<file path="config.mk">
export PLATFORM = sky130hd
export DESIGN_NAME = vntc_hash
export DESIGN_NICKNAME = d
export VERILOG_FILES = /design/src/design/vntc_pkg.sv /design/src/design/vntc_hash.sv
export SDC_FILE = /design/constraint.sdc
export NUM_CORES = 2
export LEC_CHECK = 0
export ABC_AREA = 0
export BUFFER_PORTS_ARGS = -buffer_cell sky130_fd_sc_hd__buf_2
export CAP_MARGIN = 20
export CORE_ASPECT_RATIO = 2
export CORE_MARGIN = 2
export CORE_UTILIZATION = 35
export CTS_CLUSTER_SIZE = 8
export DETAILED_ROUTE_END_ITERATION = 6
export HOLD_SLACK_MARGIN = 0.02
export PLACE_DENSITY_LB_ADDON = 0.12
export SLEW_MARGIN = 30
export SYNTH_ARGS = -nofsm -noshare
export SYNTH_HDL_FRONTEND = slang
export SYNTH_SLANG_ARGS = --single-unit
</file>
<file path="constraint.sdc">
create_clock -name clock -period 16.1 [get_ports clock]
set_input_delay 2.415 -clock clock [delete_from_list [all_inputs] [get_ports clock]]
set_output_delay 2.415 -clock clock [all_outputs]
set_load 0.005 [all_outputs]
</file>
<file path="src/design/vntc_pkg.sv">
// ----------------------------------------------------------------------------
// Value noise terrain cell package
// Types, constants and helper functions shared by the terrain cell modules.
// ----------------------------------------------------------------------------
`default_nettype none

package vntc_pkg;

   localparam int NUM_OCT = 4;

   localparam logic [1:0] OCT_MACRO  = 2'd0;
   localparam logic [1:0] OCT_MID    = 2'd1;
   localparam logic [1:0] OCT_DETAIL = 2'd2;
   localparam logic [1:0] OCT_BASIN  = 2'd3;

   localparam logic [63:0] OCT_SALT [NUM_OCT] = '{
      64'h9E3779B97F4A7C15,
      64'hBF58476D1CE4E5B9,
      64'h94D049BB133111EB,
      64'hD6E8FEB86659FD93
   };

   localparam logic [63:0] HASH_MUL_X = 64'h9E3779B185EBCA87;
   localparam logic [63:0] HASH_MUL_Y = 64'hC2B2AE3D27D4EB4F;
   localparam logic [63:0] MIX_ADD    = 64'h9E3779B97F4A7C15;
   localparam logic [63:0] MIX_MUL1   = 64'hBF58476D1CE4E5B9;
   localparam logic [63:0] MIX_MUL2   = 64'h94D049BB133111EB;

   localparam logic [7:0]  BIAS_MAX    = 8'd196;
   localparam logic [16:0] DIV3_MUL    = 17'd43691;
   localparam int          DIV3_SHIFT  = 17;
   localparam logic [16:0] DIV13_MUL   = 17'd80660;
   localparam int          DIV13_SHIFT = 20;

   localparam logic [1:0] CSR_SEED   = 2'd0;
   localparam logic [1:0] CSR_WIDTH  = 2'd1;
   localparam logic [1:0] CSR_HEIGHT = 2'd2;

   localparam logic [1:0] WATER_DRY     = 2'd0;
   localparam logic [1:0] WATER_DAMP    = 2'd1;
   localparam logic [1:0] WATER_SHALLOW = 2'd2;
   localparam logic [1:0] WATER_DEEP    = 2'd3;

   typedef struct packed {
      logic [NUM_OCT-1:0][7:0] ox;
      logic [NUM_OCT-1:0][7:0] oy;
      logic [7:0]              bias;
   } carry_type;

   typedef struct packed {
      logic mix1;
      logic mix2;
      logic fin;
   } hash_en_type;

   function automatic logic [8:0] oct_size(input logic [1:0] o);
      logic [8:0] s;
      unique case (o)
         OCT_MACRO:  s = 9'd256;
         OCT_MID:    s = 9'd64;
         OCT_DETAIL: s = 9'd16;
         OCT_BASIN:  s = 9'd96;
      endcase
      return s;
   endfunction

   function automatic logic [11:0] cell_index(input logic [15:0] c, input logic [1:0] o);
      logic [27:0] prod;
      logic [11:0] idx;
      prod = 28'(c[15:5]) * 28'(DIV3_MUL);
      unique case (o)
         OCT_MACRO:  idx = 12'(c[15:8]);
         OCT_MID:    idx = 12'(c[15:6]);
         OCT_DETAIL: idx = c[15:4];
         OCT_BASIN:  idx = 12'(prod >> DIV3_SHIFT);
      endcase
      return idx;
   endfunction

   function automatic logic [7:0] cell_offset(input logic [15:0] c, input logic [11:0] idx,
                                             input logic [1:0] o);
      logic [7:0] off;
      unique case (o)
         OCT_MACRO:  off = c[7:0];
         OCT_MID:    off = {2'b00, c[5:0]};
         OCT_DETAIL: off = {4'b0000, c[3:0]};
         OCT_BASIN:  off = 8'(c - ((16'(idx) << 6) + (16'(idx) << 5)));
      endcase
      return off;
   endfunction

   function automatic logic [7:0] scale_down(input logic [15:0] n, input logic [1:0] o);
      logic [27:0] prod;
      logic [7:0]  q;
      prod = 28'(n[15:5]) * 28'(DIV3_MUL);
      unique case (o)
         OCT_MACRO:  q = n[15:8];
         OCT_MID:    q = 8'(n >> 6);
         OCT_DETAIL: q = 8'(n >> 4);
         OCT_BASIN:  q = 8'(prod >> DIV3_SHIFT);
      endcase
      return q;
   endfunction

endpackage

`default_nettype wire

</file>
<file path="src/design/vntc_hash.sv">
// ----------------------------------------------------------------------------
// Value noise terrain cell corner hash
// Three-stage splitmix64 finalizer returning the low byte of the mixed key.
// ----------------------------------------------------------------------------
`default_nettype none

module vntc_hash (
   input  wire logic                 clock,
   input  wire vntc_pkg::hash_en_type enable,
   input  wire logic [63:0]          key_in,
   output logic      [7:0]           value_out
);

   logic [63:0] a_val, b_val, v_val, c_val, w_val;
   logic [63:0] p0_ff, q0_ff;
   logic [31:0] p1_ff, p2_ff, q1_ff, q2_ff;
   logic [7:0]  value_ff, value_in;

   always_comb begin
      a_val    = key_in + vntc_pkg::MIX_ADD;
      b_val    = a_val ^ (a_val >> 30);
      v_val    = p0_ff + {p1_ff + p2_ff, 32'd0};
      c_val    = v_val ^ (v_val >> 27);
      w_val    = q0_ff + {q1_ff + q2_ff, 32'd0};
      value_in = w_val[7:0] ^ w_val[38:31];
   end

   always_ff @(posedge clock) begin
      if (enable.mix1) begin
         p0_ff <= 64'(b_val[31:0]) * 64'(vntc_pkg::MIX_MUL1[31:0]);
         p1_ff <= 32'(b_val[31:0] * vntc_pkg::MIX_MUL1[63:32]);
         p2_ff <= 32'(b_val[63:32] * vntc_pkg::MIX_MUL1[31:0]);
      end
      if (enable.mix2) begin
         q0_ff <= 64'(c_val[31:0]) * 64'(vntc_pkg::MIX_MUL2[31:0]);
         q1_ff <= 32'(c_val[31:0] * vntc_pkg::MIX_MUL2[63:32]);
         q2_ff <= 32'(c_val[63:32] * vntc_pkg::MIX_MUL2[31:0]);
      end
      if (enable.fin) begin
         value_ff <= value_in;
      end
   end

   assign value_out = value_ff;

endmodule

`default_nettype wire

</file>
; ---- Word level (Yosys, flattened, before mapping)
; Cells that the tools add are included.
[op_classes]
addsub = 5
multipliers = 6
n_bitwise = 3
[ops]
columns = op, n
row1 = 61-bit by 64-bit adder with 64-bit output, 1
row2 = "64-bit adder, second input constant", 1
row3 = 64-bit by 34-bit XOR with 64-bit output, 1
row4 = 64-bit by 37-bit XOR with 64-bit output, 1
row5 = "32-bit by 29-bit multiplier with 61-bit output, second input constant", 1
row6 = 39-bit adder, 1
row7 = "32-bit by 29-bit multiplier with 39-bit output, second input constant", 1
row8 = 32-bit adder, 1
row9 = "32-bit by 29-bit multiplier with 32-bit output, second input constant", 1
row10 = "32-bit by 29-bit multiplier with 7-bit output, second input constant", 1
row11 = "32-bit by 32-bit multiplier with 32-bit output, second input constant", 1
row12 = "32-bit by 32-bit multiplier with 7-bit output, second input constant", 1
row13 = 8-bit XOR, 1
row14 = 7-bit adder, 1
[totals]
regBits = 186
in_bits = 68
out_inout_bits = 8
elab_cells = 21

; ---- Depth between registers and ports, before layout
[logic_depth]
ltp_word = 4
mapped_depth = 47
ltp_nobuf = 47

; ---- Worst setup path after synthesis
; OpenSTA, ideal clock, no wires.
[synth_timing]
path_kind = in2reg
from = input key_in[0]
to = register p0_ff[44], data pin
arrival_time_ps = 12256
t_required_ps = 15841
slack_ps = 3585
path_stages = 38
path_buffers = 0
cell_sequence = ha_1 > o21a_1 > o2111ai_1 > a21oi_1 > and3_1 > o21ai_0 > nand2_1 > or2_2 > nor2_1 > o21ai_0 > o311a_1 > xnor2_1 > ha_1 > ha_1 > fa_1 > inv_1 > fa_1 > inv_1 > (+2 left out) > fa_1 > inv_1 > fa_1 > inv_1 > fa_1 > inv_1 > ha_1 > and2_1 > a221oi_1 > o31ai_1 > a221oi_2 > a2111oi_4 > o21ai_2 > or4b_1 > a31o_1 > a21o_1 > a21oi_2 > xnor2_1
[synth_between]
elab_chain_cells = 3
[synth_lines]
columns = element, line
row1 = "start, declared", vntc_hash.sv:10  ; input wire logic [63:0] key_in,
row2 = 64-bit adder, vntc_hash.sv:20  ; a_val = key_in + vntc_pkg::MIX_ADD;
row3 = 64-bit by 34-bit XOR with 64-bit output, vntc_hash.sv:21  ; b_val = a_val ^ (a_val >> 30);
row4 = 32-bit by 29-bit multiplier with 61-bit output, vntc_hash.sv:30  ; p0_ff <= 64'(b_val[31:0]) * 64'(vntc_pkg::MIX_MUL1[31:0]);
row5 = "end signal, assigned", vntc_hash.sv:30
row6 = "end, declared", vntc_hash.sv:15  ; logic [63:0] p0_ff, q0_ff;
; Every way passes these cells.
; A chain may end at the register's enable or synchronous reset.

; ---- Worst setup path in the final report
[layout_timing]
from = input key_in[0]
to = register p0_ff[59], data pin
; The elaborated chain is that of the path after synthesis.

==> flow_summary.toml <==
[outcome]
status = "complete, no violations"

[grt]
grt_pass1_vias = 41943
overflow = 0
track_usage = 0.229
grt_pass1_wl_mm = 268
grt_antenna_before_repair = 5
grt_start_max_net_pins = 65

[clock_network]
cts_resized = 0
cts-root-buf = "clkbuf_16"
clk_latency_ps = 530
cts.sinks = 157
cts_tree = "yes"
clk_path_buf_depth = 2
h-tree-depth = 4
post-cts-setup-buffer-count = 0
cts.clk_slew.worst_paths_ps = 70
cts_hold_buf = 0
cts_buffers = 17

[drt]
routed_via_density = 4.77
drc_errors = 0
vias = 36496
wl_mm = 176
drtAntennaViolNets = 0
wl_per_cell_um = 23.0
firstDrtPassIters = 5
drtIter0Drc = 1833

[timing]
period_needed_ps = 13250
fin_skew_ps = 6.81
period_share = 0.823
maxSlewViolCount = 0
max_freq_mhz = 75.5
setup_viol = 0
setup_ws_ps = 2850
slew_headroom = 0.278
finalHoldViolCount = 0
worst_pin_slew_ps = 1080
rsz0062_at_grt = "no"
fin_tns_setup_ps = 0

[die]
initial_core_util = 0.351
dieArea_sq_um = 161000
core_area_sq_um = 157000
boundaryPins = 76
num_rows = 206
die_w_um = 285
dieHeight_um = 565

[run]
cap_viol_max_count = 0

[setup_path]
cp-start-kind = "input port"
slowest_stage = "xor2_1"
endpoint_kind = "flop"
cp_slowest_stage_delay_ps = 900
cp_data_required_time_ps = 16380
crit_top_cell = "fa_1"
crit_fanout = 7
crit_type = "input port to flop"
arrival_ps = 13530

[logic_synthesis]
yosys_warnings = 0
synth_cell_type_count = 79
synth_edf_count = 157
syn-num-nets = 7554
synth_area_per_cell_sq_um = 10.2
synth_seq_area_share = 0.0856
syn_area_sq_um = 55100
ys_ff_latch = 157
syn_inst = 5385
synth_flop_cell = "edfxtp_1"
async_reset_ff_frac = 0

[placement]
gp_congestion = 0.969
place_hpwl_mm = 160
place_ws_ps = 2410
io_buffers = 75

[worst_hold_path]
holdCritPathClass = "flop to flop"

[cells_and_area]
multi_input_area_sq_um = 44200
final.fill_count = 15800
drive_gt1_frac = 0.0460
layout.nets = 7724
most-common-layout-cells = "inv_1, ha_1, fa_1"
area_growth_pct = 8.04
final_common_cell = "inv_1"
register_area_sq_um = 4710
final_util = 0.379
[sequential cells by signal, summed over array words and instances (netlist names)]
signal,flops
p0_ff,59
p2_ff,32
p1_ff,32
q2_ff,7
q1_ff,7
value_out,8
q0_ff,12
[logic make-up after synthesis]
family          share of synthesized area
xor+xnor                           0.0720
compound gates                     0.0698
fa+ha+maj                           0.620
simple gates                       0.0346
buf+inv                             0.118
flops                              0.0856
[Yosys cell counts (23+ instances only)]
master / count / area share
o21a_1: 23 / 0.0031
o21ai_0: 89 / 0.0081
nand2b_1: 23 / 0.0026
xnor2_1: 307 / 0.049
a21o_1: 128 / 0.017
nor3_1: 24 / 0.0022
a21oi_1: 170 / 0.015
xor2_1: 134 / 0.021
nand2_1: 72 / 0.0049
fa_1: 1049 / 0.38
o21bai_1: 33 / 0.0045
inv_1: 1721 / 0.12
ha_1: 1052 / 0.24
nor2_1: 108 / 0.0074
edfxtp_1: 157 / 0.086
nand3_1: 33 / 0.0030
[final cells by class]
cell class,instances,share of cell area
clock inverter,13,0.00221
sequential,157,0.0792
tap,2080,0.0437
timing repair buffer,156,0.0166
multi-input combinational,3502,0.742
antenna,2,0.0000841
inverter,1721,0.109
clock buffer,17,0.00715
[per-layer routing]
| metal | GRT usage | up-vias | wire length (um) |
|---|---|---|---|
| met2 | 0.388 | 671 | 84400 |
| li1 | - | 16990 | - |
| met4 | 0.104 | 0 | 9430 |
| met3 | 0.0199 | 170 | 5360 |
| met1 | 0.297 | 18665 | 76900 |
| met5 | 0 | - | 0 |
[stage by stage]
| step | cells | hold WS [ps] | instance area [sq um] |
|---|---|---|---|
| final | 7648 | 568 | 59500 |
| after floorplan | 5385 | 547 | 55100 |
| after CTS | 7646 | 570 | 59500 |
| after global placement | 7616 | 556 | 58800 |
| after detailed placement | 7616 | 559 | 58900 |
| after global routing | 7648 | 587 | 59500 |
[path summary, 6_finish.rpt]
| check | cells past startpoint | start | end | slack (ps) |
|---|---|---|---|---|
| max | 35 | key_in[0] | p0_ff[59] | 2850 |
| min | 1 | q0_ff[31] | value_out[0] | 570 |
| max reg2reg | 44 | p1_ff[0] | q0_ff[38] | 3370 |
| min reg2reg | 1 | q0_ff[31] | value_out[0] | 570 |
[worst max-delay path, delay by kind of cell]
family	cells	cell delay, ps
simple gates	6	1460
xor+xnor	3	1570
compound gates	9	2870
buf+inv	7	520
fa+ha+maj	10	4650
Power is not shown: default switching activity piles up to over one toggle a cycle in this logic, so the estimate is an artifact.
